<file path="config.mk">
export PLATFORM = sky130hd
export DESIGN_NAME = vasq_sector
export DESIGN_NICKNAME = d
export VERILOG_FILES = /design/src/rtl/vasq_pkg.sv /design/src/rtl/vasq_sector.sv
export SDC_FILE = /design/constraint.sdc
export NUM_CORES = 2
export LEC_CHECK = 0
export ABC_AREA = 1
export BUFFER_PORTS_ARGS = -buffer_cell sky130_fd_sc_hd__buf_2
export CORE_MARGIN = 2
export CORE_UTILIZATION = 45
export DETAILED_ROUTE_END_ITERATION = 16
export PLACE_DENSITY = 0.61
export SYNTH_ARGS = -nofsm -noshare
export SYNTH_HDL_FRONTEND = slang
export SYNTH_SLANG_ARGS = --single-unit
</file>
<file path="constraint.sdc">
create_clock -name vclk -period 19.1
set_input_delay 0 -clock vclk [all_inputs]
set_output_delay 0 -clock vclk [all_outputs]
set_load 0.02 [all_outputs]
</file>
<file path="src/rtl/vasq_pkg.sv">
// ----------------------------------------------------------------------------
// vasq_pkg
// Shared constants, types and the boundary tangent table of the vector angle
// sector quantizer.
// ----------------------------------------------------------------------------
package vasq_pkg;

  localparam int unsigned SECTOR_COUNT = 128;
  localparam int unsigned OCT_SECTORS  = SECTOR_COUNT / 8;
  localparam int unsigned SECTOR_W     = $clog2(SECTOR_COUNT);
  localparam int unsigned WITHIN_W     = $clog2(2 * OCT_SECTORS);
  localparam int unsigned COORD_W      = 16;
  localparam int unsigned DIFF_W       = COORD_W + 1;
  localparam int unsigned TAN_W        = 32;
  localparam int unsigned PROD_W       = TAN_W + COORD_W;

  localparam logic [1:0] QUAD_0 = 2'd0;
  localparam logic [1:0] QUAD_1 = 2'd1;
  localparam logic [1:0] QUAD_2 = 2'd2;
  localparam logic [1:0] QUAD_3 = 2'd3;

  localparam logic [63:0] PI_OVER_4_Q64 = 64'hC90F_DAA2_2168_C235;

  typedef logic [63:0] u64_t;
  typedef logic [OCT_SECTORS-1:1][TAN_W-1:0] tan_tab_t;

  // folded vector: quadrant, octant half and the two magnitudes
  typedef struct packed {
    logic               zero;
    logic [1:0]         quad;
    logic               lower;
    logic [COORD_W-1:0] minor;
    logic [COORD_W-1:0] major;
  } fold_t;

  // upper 64 bits of a 64 x 64 product
  function automatic u64_t mul_hi(input u64_t a, input u64_t b);
    logic [127:0] p;
    begin
      p = {64'd0, a} * {64'd0, b};
      return p[127:64];
    end
  endfunction

  // restoring shift-subtract division, evaluated while building the table
  function automatic u64_t udiv64(input u64_t num, input u64_t den);
    logic [64:0] rem;
    u64_t        quo;
    begin
      rem = '0;
      quo = '0;
      for (int k = 63; k >= 0; k--) begin
        rem = {rem[63:0], num[k]};
        if (rem >= {1'b0, den}) begin
          rem    = rem - {1'b0, den};
          quo[k] = 1'b1;
        end
      end
      return quo;
    end
  endfunction

  // tan(i * (pi/4) / OCT_SECTORS) in unsigned Q0.32, via Taylor series in Q0.64
  function automatic logic [TAN_W-1:0] boundary_tan(input u64_t i);
    u64_t a;
    u64_t a2;
    u64_t s;
    u64_t t;
    u64_t c;
    u64_t q;
    u64_t r;
    u64_t n;
    u64_t qr;
    logic carry;
    begin
      a = (PI_OVER_4_Q64 / OCT_SECTORS) * i
          + (((PI_OVER_4_Q64 % OCT_SECTORS) * i) / OCT_SECTORS);
      a2 = mul_hi(a, a);
      s  = a;
      t  = a;
      n  = 64'd1;
      while (n < 64'd24 && t != 64'd0) begin
        t = udiv64(mul_hi(t, a2), (2 * n) * (2 * n + 1));
        if (n[0]) s = s - t;
        else      s = s + t;
        n = n + 64'd1;
      end
      t = a2 >> 1;
      c = 64'd0 - t;
      n = 64'd2;
      while (n < 64'd24 && t != 64'd0) begin
        t = udiv64(mul_hi(t, a2), (2 * n - 1) * (2 * n));
        if (n[0]) c = c - t;
        else      c = c + t;
        n = n + 64'd1;
      end
      r = s;
      q = '0;
      for (int k = 0; k < 33; k++) begin
        carry = r[63];
        r     = r << 1;
        q     = q << 1;
        if (carry || r >= c) begin
          r    = r - c;
          q[0] = 1'b1;
        end
      end
      qr = (q + 64'd1) >> 1;
      return qr[TAN_W-1:0];
    end
  endfunction

  function automatic tan_tab_t build_tan_tab();
    tan_tab_t tab;
    begin
      for (int unsigned i = 1; i < OCT_SECTORS; i++) begin
        tab[i] = boundary_tan(u64_t'(i));
      end
      return tab;
    end
  endfunction

  localparam tan_tab_t TAN_TAB = build_tan_tab();

endpackage

</file>
<file path="src/rtl/vasq_sector.sv">
// ----------------------------------------------------------------------------
// vasq_sector
// Compares the minor/major ratio against the boundary tangents of one octant
// and forms the sector number.
// ----------------------------------------------------------------------------
module vasq_sector (
  input  vasq_pkg::fold_t                fold,
  output logic [vasq_pkg::SECTOR_W-1:0]  sector
);

  logic [vasq_pkg::OCT_SECTORS-1:1]  hits;
  logic [vasq_pkg::WITHIN_W-1:0]     count;
  logic [vasq_pkg::WITHIN_W-1:0]     oct_pos;
  logic [vasq_pkg::PROD_W-1:0]       minor_sh;

  assign minor_sh = {fold.minor, {vasq_pkg::TAN_W{1'b0}}};

  // one constant product per boundary, all independent
  always_comb begin
    for (int unsigned i = 1; i < vasq_pkg::OCT_SECTORS; i++) begin
      if (fold.lower) begin
        hits[i] = minor_sh >= ({{vasq_pkg::COORD_W{1'b0}}, vasq_pkg::TAN_TAB[i]}
                               * {{vasq_pkg::TAN_W{1'b0}}, fold.major});
      end else begin
        hits[i] = minor_sh <= ({{vasq_pkg::COORD_W{1'b0}}, vasq_pkg::TAN_TAB[i]}
                               * {{vasq_pkg::TAN_W{1'b0}}, fold.major});
      end
    end
  end

  assign count  = vasq_pkg::WITHIN_W'($countones(hits));
  // upper half of the octant starts at the diagonal
  assign oct_pos = fold.lower ? count
                 : vasq_pkg::WITHIN_W'(vasq_pkg::OCT_SECTORS) + count;

  assign sector = fold.zero ? '0
                : vasq_pkg::SECTOR_W'({fold.quad, oct_pos});

endmodule

</file>
==> out/results.ini <==
[status]
status=finished, violations left
violations=max-capacitance violations, max-slew violations

[worst_setup_path]
path_common_cell=fa_1
end_kind=output port
critPathKind=in -> out
critPathMaxFanout=12
critical-path-max-stage-delay_ps=1030
arrival_ps=13850
slowest_stage=ha_1
cp.required_ps=19100
cp-start-kind=input pin

[synthesis]
synth_fp_nets=17290
synth_area_mm2=0.104
synth_area_leaders=fa_1 (34%), ha_1 (24%), inv_1 (12%)
yosysWarningCount=0
syn_avg_cell_area_um2=7.71
synth-seq-area-share=0
syn_inst=13454
synth_top_area_frac=0.344
synth_cell_types=57
synth.largest_area_cell=fa_1

[floorplan]
io_pins=43
die_y_um=484
die_width_um=484
dieArea_mm2=0.234
std_cell_rows=176
coreArea_mm2=0.230
start_util=0.452

[job]
maxCapViolCount=1

[cells_and_area]
drive_gt1_frac=0.0278
final_common_cell=inv_1
final_cell_mix=inv_1 (3334), nand2_1 (2476), ha_1 (1998), fa_1 (1782), nor2_1 (997)
finalNonFillerCells=16820
seqCellArea_um2=0
nets=17529
clock_buffer_count=0
seq_cell_count=0
syn2layout_area_growth_pct=5.68

[global_routing]
grt_max_degree=53
use_met2=0.713
top_usage_layer=met2
grt_pass1_wl_um=845000
gr-usage-met1=0.674
use_met3=0.224
overflow=0
grt_pass1_vias=95785
antenna_found_initial=92
grt_use_total=0.539

[detailed_routing]
wl_per_cell_um=38.2
drtAntennaViolNets=0
dr.pass1.iters=7
wl_um=642000
vias=101983
vias_per_cell=6.06
drc=0
drt_iter0_drc=13978

[placed_design]
place.gp.congestion=1.20
dp_hpwl_um=568000
dp_cells=16717
port_buffers=43

[sta]
setup_tns_ps=0
finalSetupViolCount=0
finalHoldViolCount=0
worst-slew-pin-transition_ps=1510
fmax_mhz=72.2
layout_min_cycle_time_ps=13850
rsz0062_at_grt=no
post-route-period-util=0.725
slew_headroom=-0.0129
slew_violations=7

[clock_tree]
post_cts_resize_count=0
cts_setup_buffers=0
holdBufCountCts=0

[min_path]
hold_class=in -> out

-- stage by stage --
stage / util / instance area [um2] / hold slack (ps) / setup WS, ps
after floorplan: - / 104000 / 74.9 / 8950
after global placement: 0.476 / 109000 / 305 / 5900
after detailed placement: 0.476 / 109000 / 307 / 5790
after CTS: 0.476 / 109000 / 307 / 5790
after global routing: 0.476 / 109000 / 319 / 5160
final: 0.478 / 110000 / 309 / 5250
-- cell usage after synthesis (all sizes together) (2+ instances only) --
cell type  number
nand3b         60
nand2        2493
a221oi          6
inv          3344
nor2         1018
a31oi         105
o21a           43
o21bai         50
nor3b           2
ha           2015
a21oi         760
nor3           99
a21o           56
a2111oi         6
a21boi         30
nand3         526
and2           11
or2            12
xnor2         158
buf             7
nor4           34
nor4b           3
a211oi         21
o211ai         18
xor2          223
fa           1785
nand4         160
o2111ai         5
o221ai         27
o21ai         355
and3            5
o31ai           9
-- cell type report --
cell class,instances,area [um2]
well taps,3026,3790
inverters,3344,12600
diodes,103,258
fillers,23220,120000
repair buffers,245,1800
multi-input cells,10102,91300
-- kinds of logic (layout without fill, tap and decap cells) --
family | count (synthesis) | after routing | share of synthesized area
AND/OR/NAND/NOR | 4424 | 4424 | 0.177
adder cells (fa/ha/maj) | 3800 | 3800 | 0.587
buffers and inverters | 3352 | 3589 | 0.121
AO/OA/AOI/OAI | 1497 | 1497 | 0.0822
XOR/XNOR | 381 | 381 | 0.0322
other | 0 | 103 | 0
-- layer usage --
layer / wire [um] / share of wire / up-vias
met5: 647 / 0.0010 / -
met4: 65300 / 0.10 / 50
met3: 90300 / 0.14 / 1931
met2: 244000 / 0.38 / 7836
met1: 242000 / 0.38 / 49380
li1: - / - / 42786
-- path summary, 6_finish.rpt --
path	from	to	depth (start not counted)
max	fold[5]	sector[2]	46
min	fold[34]	sector[6]	4
-- critical path, delay by kind of cell --
family	cells	cell delay (ps)
AND/OR/NAND/NOR	16	1970
buffers and inverters	9	2810
adder cells (fa/ha/maj)	14	7610
XOR/XNOR	2	290
AO/OA/AOI/OAI	5	1050
