==> src/rtl/vasq_pkg.sv <==
// ----------------------------------------------------------------------------
// vasq_pkg
// Shared constants, types and the boundary tangent table of the vector angle
// sector quantizer.
// ----------------------------------------------------------------------------
package vasq_pkg;

  localparam int unsigned SECTOR_COUNT = 128;
  localparam int unsigned OCT_SECTORS  = SECTOR_COUNT / 8;
  localparam int unsigned SECTOR_W     = $clog2(SECTOR_COUNT);
  localparam int unsigned WITHIN_W     = $clog2(2 * OCT_SECTORS);
  localparam int unsigned COORD_W      = 16;
  localparam int unsigned DIFF_W       = COORD_W + 1;
  localparam int unsigned TAN_W        = 32;
  localparam int unsigned PROD_W       = TAN_W + COORD_W;

  localparam logic [1:0] QUAD_0 = 2'd0;
  localparam logic [1:0] QUAD_1 = 2'd1;
  localparam logic [1:0] QUAD_2 = 2'd2;
  localparam logic [1:0] QUAD_3 = 2'd3;

  localparam logic [63:0] PI_OVER_4_Q64 = 64'hC90F_DAA2_2168_C235;

  typedef logic [63:0] u64_t;
  typedef logic [OCT_SECTORS-1:1][TAN_W-1:0] tan_tab_t;

  // folded vector: quadrant, octant half and the two magnitudes
  typedef struct packed {
    logic               zero;
    logic [1:0]         quad;
    logic               lower;
    logic [COORD_W-1:0] minor;
    logic [COORD_W-1:0] major;
  } fold_t;

  // upper 64 bits of a 64 x 64 product
  function automatic u64_t mul_hi(input u64_t a, input u64_t b);
    logic [127:0] p;
    begin
      p = {64'd0, a} * {64'd0, b};
      return p[127:64];
    end
  endfunction

  // restoring shift-subtract division, evaluated while building the table
  function automatic u64_t udiv64(input u64_t num, input u64_t den);
    logic [64:0] rem;
    u64_t        quo;
    begin
      rem = '0;
      quo = '0;
      for (int k = 63; k >= 0; k--) begin
        rem = {rem[63:0], num[k]};
        if (rem >= {1'b0, den}) begin
          rem    = rem - {1'b0, den};
          quo[k] = 1'b1;
        end
      end
      return quo;
    end
  endfunction

  // tan(i * (pi/4) / OCT_SECTORS) in unsigned Q0.32, via Taylor series in Q0.64
  function automatic logic [TAN_W-1:0] boundary_tan(input u64_t i);
    u64_t a;
    u64_t a2;
    u64_t s;
    u64_t t;
    u64_t c;
    u64_t q;
    u64_t r;
    u64_t n;
    u64_t qr;
    logic carry;
    begin
      a = (PI_OVER_4_Q64 / OCT_SECTORS) * i
          + (((PI_OVER_4_Q64 % OCT_SECTORS) * i) / OCT_SECTORS);
      a2 = mul_hi(a, a);
      s  = a;
      t  = a;
      n  = 64'd1;
      while (n < 64'd24 && t != 64'd0) begin
        t = udiv64(mul_hi(t, a2), (2 * n) * (2 * n + 1));
        if (n[0]) s = s - t;
        else      s = s + t;
        n = n + 64'd1;
      end
      t = a2 >> 1;
      c = 64'd0 - t;
      n = 64'd2;
      while (n < 64'd24 && t != 64'd0) begin
        t = udiv64(mul_hi(t, a2), (2 * n - 1) * (2 * n));
        if (n[0]) c = c - t;
        else      c = c + t;
        n = n + 64'd1;
      end
      r = s;
      q = '0;
      for (int k = 0; k < 33; k++) begin
        carry = r[63];
        r     = r << 1;
        q     = q << 1;
        if (carry || r >= c) begin
          r    = r - c;
          q[0] = 1'b1;
        end
      end
      qr = (q + 64'd1) >> 1;
      return qr[TAN_W-1:0];
    end
  endfunction

  function automatic tan_tab_t build_tan_tab();
    tan_tab_t tab;
    begin
      for (int unsigned i = 1; i < OCT_SECTORS; i++) begin
        tab[i] = boundary_tan(u64_t'(i));
      end
      return tab;
    end
  endfunction

  localparam tan_tab_t TAN_TAB = build_tan_tab();

endpackage

==> src/rtl/vasq_fold.sv <==
// ----------------------------------------------------------------------------
// vasq_fold
// Forms the difference vector and folds it into a quadrant and an octant
// half, giving the minor and major magnitudes.
// ----------------------------------------------------------------------------
module vasq_fold (
  input  logic [vasq_pkg::COORD_W-1:0] first_x,
  input  logic [vasq_pkg::COORD_W-1:0] first_y,
  input  logic [vasq_pkg::COORD_W-1:0] second_x,
  input  logic [vasq_pkg::COORD_W-1:0] second_y,
  output vasq_pkg::fold_t              fold
);

  logic signed [vasq_pkg::DIFF_W-1:0] dx;
  logic signed [vasq_pkg::DIFF_W-1:0] dy;
  logic signed [vasq_pkg::DIFF_W-1:0] ndx;
  logic signed [vasq_pkg::DIFF_W-1:0] ndy;
  logic        [vasq_pkg::COORD_W-1:0] u;
  logic        [vasq_pkg::COORD_W-1:0] v;
  logic                                dx_pos;
  logic                                dx_neg;
  logic                                dy_pos;
  logic                                dy_neg;

  assign dx  = $signed({first_x[vasq_pkg::COORD_W-1], first_x})
             - $signed({second_x[vasq_pkg::COORD_W-1], second_x});
  assign dy  = $signed({first_y[vasq_pkg::COORD_W-1], first_y})
             - $signed({second_y[vasq_pkg::COORD_W-1], second_y});
  assign ndx = -dx;
  assign ndy = -dy;

  assign dx_neg = dx[vasq_pkg::DIFF_W-1];
  assign dy_neg = dy[vasq_pkg::DIFF_W-1];
  assign dx_pos = !dx_neg && (dx != '0);
  assign dy_pos = !dy_neg && (dy != '0);

  // axes and diagonals belong to the sector that starts there
  always_comb begin
    if (dx_pos && !dy_neg) begin
      fold.quad = vasq_pkg::QUAD_0;
      u = dx[vasq_pkg::COORD_W-1:0];
      v = dy[vasq_pkg::COORD_W-1:0];
    end else if (!dx_pos && dy_pos) begin
      fold.quad = vasq_pkg::QUAD_1;
      u = dy[vasq_pkg::COORD_W-1:0];
      v = ndx[vasq_pkg::COORD_W-1:0];
    end else if (dx_neg && !dy_pos) begin
      fold.quad = vasq_pkg::QUAD_2;
      u = ndx[vasq_pkg::COORD_W-1:0];
      v = ndy[vasq_pkg::COORD_W-1:0];
    end else begin
      fold.quad = vasq_pkg::QUAD_3;
      u = ndy[vasq_pkg::COORD_W-1:0];
      v = dx[vasq_pkg::COORD_W-1:0];
    end
    fold.zero  = (dx == '0) && (dy == '0);
    fold.lower = (v < u);
    fold.minor = fold.lower ? v : u;
    fold.major = fold.lower ? u : v;
  end

endmodule

==> config.mk <==
export PLATFORM = sky130hd
export DESIGN_NAME = vasq_fold
export DESIGN_NICKNAME = d
export VERILOG_FILES = /design/src/rtl/vasq_pkg.sv /design/src/rtl/vasq_fold.sv
export SDC_FILE = /design/constraint.sdc
export NUM_CORES = 1
export LEC_CHECK = 0
export ABC_CLOCK_PERIOD_IN_PS = 12900
export BUFFER_PORTS_ARGS = -buffer_cell sky130_fd_sc_hd__buf_2
export CAP_MARGIN = 30
export CELL_PAD_IN_SITES_DETAIL_PLACEMENT = 1
export CELL_PAD_IN_SITES_GLOBAL_PLACEMENT = 1
export CORE_ASPECT_RATIO = 1.4
export CORE_MARGIN = 4
export CORE_UTILIZATION = 41
export DETAILED_ROUTE_END_ITERATION = 10
export GPL_ROUTABILITY_DRIVEN = 1
export PLACE_DENSITY_LB_ADDON = 0.1
export SYNTH_ARGS = -nofsm -noshare
export SYNTH_HDL_FRONTEND = slang
export SYNTH_SLANG_ARGS = --single-unit
==> constraint.sdc <==
create_clock -name vclk -period 12.9
set_clock_uncertainty 0.2 [all_clocks]
set_input_delay 3.225 -clock vclk [all_inputs]
set_output_delay 3.225 -clock vclk [all_outputs]
set_load 0.05 [all_outputs]
==> impl_results.rst <==
.. list-table::
   :header-rows: 1

   * - Metric
     - Value
   * - Outcome
     - finished, final reports clean
   * - Setup WS pre-CTS
     - -0.0612 ns
   * - Proportion of synthesized chip area in sequential cells
     - 0
   * - Pleak
     - just under 3 nW
   * - Area of all sequential standard cells
     - 0 um^2
   * - Final hold vios
     - 0
   * - Die Footprint
     - around 13000 um^2
   * - Power consumption
     - about 0.0012 W
   * - Routed Wire Length
     - approximately 18000 um
   * - Layout cell share with drive strength beyond 1
     - 0.294
   * - Top library cells by usage in the layout, fill and taps aside
     - sky130_fd_sc_hd__buf_4, sky130_fd_sc_hd__buf_2, sky130_fd_sc_hd__inv_1
   * - Via count
     - 5807
   * - GRT Util Overall
     - 0.251
   * - Ports
     - 100
   * - Length of routed met2 wiring
     - a little under 10000 um
   * - Global-route wire length before repair
     - 28100 um
   * - Core footprint
     - between 10000 and 15000 um^2
   * - Average footprint of a synthesized cell
     - 6.70 um^2
   * - Horizontal die dimension
     - slightly below 100 um
   * - Effective utilization at floorplan
     - 0.420
   * - Crit path capture type
     - output port
   * - Vertical die dimension
     - about 130 um
   * - Headroom to the max-slew limit
     - 0.509
   * - DRT met1 WL
     - 7620 um
   * - Total placed instance area
     - ~5700 um^2
   * - Cell accounting for the most synthesized area
     - sky130_fd_sc_hd__ha_1
   * - DRC violation count after routing
     - 0
   * - Fmax
     - roughly 80 MHz
   * - Max cap viols
     - 0
   * - Post-route cell area
     - about 6000 um^2
   * - Yosys warnings
     - 0
   * - Maximum number of pins on one net before global-route repair
     - 24
   * - Count of unique library cells instantiated by Yosys
     - 77
   * - Required time at the worst-slack endpoint
     - between 9 and 10 ns
   * - Total congestion overflow
     - 0
   * - Path class of the lowest-slack min-delay path
     - input port to output port
   * - Routed wl met3
     - 485 um
   * - Post-synthesis cell area
     - 4560 um^2
   * - Number of global-route vias before repair
     - 5920
   * - Post-Syn Instances
     - 681
   * - DR top layer
     - met4
   * - Fraction of synthesized cell area taken by the top area cell type
     - 0.137
   * - Peak supply drop
     - 0.000173 V
   * - Count of routing violations after the opening detailed-route iteration
     - 336
   * - Critical path type
     - input port to output port
   * - Max Fanout on Critical Path
     - 8
   * - Max Transition Viols Final
     - 0
   * - Commonest non-fill, non-tap cell in the layout
     - sky130_fd_sc_hd__buf_4
   * - Actual slew at the worst max-slew pin
     - 0.732 ns
   * - Worst hold path startpoint
     - second_y[0]
   * - Number of clock buffers in the layout
     - 0
   * - Net count, final
     - roughly 950
   * - Number of antenna-violating nets in the routed design
     - 0
   * - Ratio of routed vias to standard cells
     - about 6.0
   * - Count of buffers from port buffering
     - 100
   * - Final-layout setup total negative slack
     - 0 ns
   * - HPWL after detailed placement
     - about 15000 um
   * - Routed wire length per instance
     - 18.9 um
   * - Most area-consuming cells after synthesis
     - sky130_fd_sc_hd__ha_1, sky130_fd_sc_hd__mux2i_1, sky130_fd_sc_hd__a21oi_1
   * - Flip-flop and latch count
     - 0
   * - Number of fill cells in the layout
     - ~1500
   * - Number of nets produced by synthesis
     - 797
   * - Fin crit period
     - around 13 ns
   * - Hold endpoint
     - fold[16]
   * - Startpoint Class
     - input port
   * - Share of the cycle needed by the critical path after routing
     - 0.996
   * - Diodes inserted
     - 0
   * - Number of search-and-repair iterations in the first detailed-routing pass
     - 5
   * - Final Worst Setup Slack
     - 0.0562 ns
   * - WHS Path Cells
     - 4
   * - Row count
     - 45
   * - Total of endpoints with negative setup slack in the final report
     - 0
   * - Final weighted congestion of routability-driven global placement
     - about 0.92
   * - Areal power density over the cells
     - about 200 nW/um^2
   * - Data arrival time of the critical path
     - 9.42 ns
   * - Area added between synthesis and finish
     - 31.9%
   * - End-of-flow core utilization
     - 0.554
   * - Antenna violations before repair
     - 0
[per-stage QoR]
step                hold slack (ns)  instances
finish                         6.97        968
global route                   7.03        968
CTS                            6.97        956
detailed placement             6.97        955
global placement               6.94        955
floorplan                      6.83        681
[worst max-delay path: stages]
cell and delay, ns:
sky130_fd_sc_hd__buf_2 0.07, sky130_fd_sc_hd__inv_1 0.05, sky130_fd_sc_hd__ha_1 0.21, sky130_fd_sc_hd__fa_2 0.38, sky130_fd_sc_hd__nand2b_1 0.21, sky130_fd_sc_hd__a21o_1 0.20, sky130_fd_sc_hd__a311oi_4 0.40, sky130_fd_sc_hd__o2111ai_4 0.19
sky130_fd_sc_hd__or3b_4 0.46, sky130_fd_sc_hd__nor4_4 0.25, sky130_fd_sc_hd__buf_4 0.18, sky130_fd_sc_hd__a21bo_2 0.16, sky130_fd_sc_hd__nor2_2 0.07, sky130_fd_sc_hd__buf_4 0.19, sky130_fd_sc_hd__buf_4 0.17, sky130_fd_sc_hd__mux2i_1 0.12
sky130_fd_sc_hd__o311a_1 0.37, sky130_fd_sc_hd__ha_1 0.35, sky130_fd_sc_hd__nand4_1 0.21, sky130_fd_sc_hd__nor3_1 0.10, sky130_fd_sc_hd__a2111oi_1 0.38, sky130_fd_sc_hd__o21ai_1 0.18, sky130_fd_sc_hd__buf_4 0.19, sky130_fd_sc_hd__o31ai_4 0.26
sky130_fd_sc_hd__buf_6 0.19, sky130_fd_sc_hd__buf_6 0.18, sky130_fd_sc_hd__mux2i_2 0.25, sky130_fd_sc_hd__buf_4 0.24
[layer usage]
layer  global-route usage  vias up
met3              0.00791       28
met4               0.0531        0
met1                0.301     2814
met2                0.491      141
met5                    0        -
li1                     -     2824
[power by group]
part,internal [W],total (W),switching (W),leakage (nW)
clock,0,0,0,0
sequential,0,0,0,0
combinational,0.000444,0.00117,0.000731,2.91
total,0.000444,0.00117,0.000731,2.91
[area by class of cell]
cell class                 count  area (um^2)  area share
multi-input combinational    588         4390       0.730
timing repair buffer         178         1220       0.203
inverter                      61          229      0.0380
tap                          141          176      0.0293
[synthesized netlist by cell type (5+ instances only)]
master	n
sky130_fd_sc_hd__o211ai_1	9
sky130_fd_sc_hd__nand2b_1	11
sky130_fd_sc_hd__a21o_1	23
sky130_fd_sc_hd__o21ai_0	42
sky130_fd_sc_hd__and3_1	11
sky130_fd_sc_hd__a211oi_1	8
sky130_fd_sc_hd__xor2_1	15
sky130_fd_sc_hd__a22oi_1	9
sky130_fd_sc_hd__nor3_1	31
sky130_fd_sc_hd__and2_1	16
sky130_fd_sc_hd__buf_2	10
sky130_fd_sc_hd__clkbuf_1	17
sky130_fd_sc_hd__mux2i_1	39
sky130_fd_sc_hd__nand3_1	23
sky130_fd_sc_hd__ha_1	50
sky130_fd_sc_hd__a21oi_1	48
sky130_fd_sc_hd__nor4_1	6
sky130_fd_sc_hd__nor2b_1	5
sky130_fd_sc_hd__inv_1	60
sky130_fd_sc_hd__a31oi_1	7
sky130_fd_sc_hd__nand2_1	49
sky130_fd_sc_hd__a21boi_0	7
sky130_fd_sc_hd__nor2_1	51
sky130_fd_sc_hd__o22ai_1	5
sky130_fd_sc_hd__or3_1	11
sky130_fd_sc_hd__a2111oi_0	7
sky130_fd_sc_hd__a221oi_1	7
sky130_fd_sc_hd__xnor2_1	17
[worst max-delay path by stage]
stage | start | end | slack [ns] | cells past startpoint
2_1_floorplan | first_x[0] | fold[10] | -0.17 | 26
3_3_place_gp | first_y[0] | fold[25] | 0.13 | 25
3_5_place_dp | first_x[0] | fold[13] | -0.06 | 27
4_1_cts | first_y[0] | fold[25] | 0.01 | 27
5_1_grt | first_y[0] | fold[10] | -0.24 | 28
6_report | first_y[0] | fold[3] | 0.06 | 28
[cells by family after synthesis]
kind of cell               share of synthesized area
muxes                                         0.0905
AOI/OAI and AO/OA                              0.348
and+or+nand+nor                                0.267
adders and majority gates                      0.146
buffers and inverters                         0.0834
xor gates and xnor gates                      0.0650
[repair_timing]
action                     CTS  global route
setup buffers                1            10
cloned                       0             2
pin swaps                    1            10
resized for setup            3            81
hold buffers                 0             0
setup endpoints to repair   23            33
(Power assumes the default switching activity.)
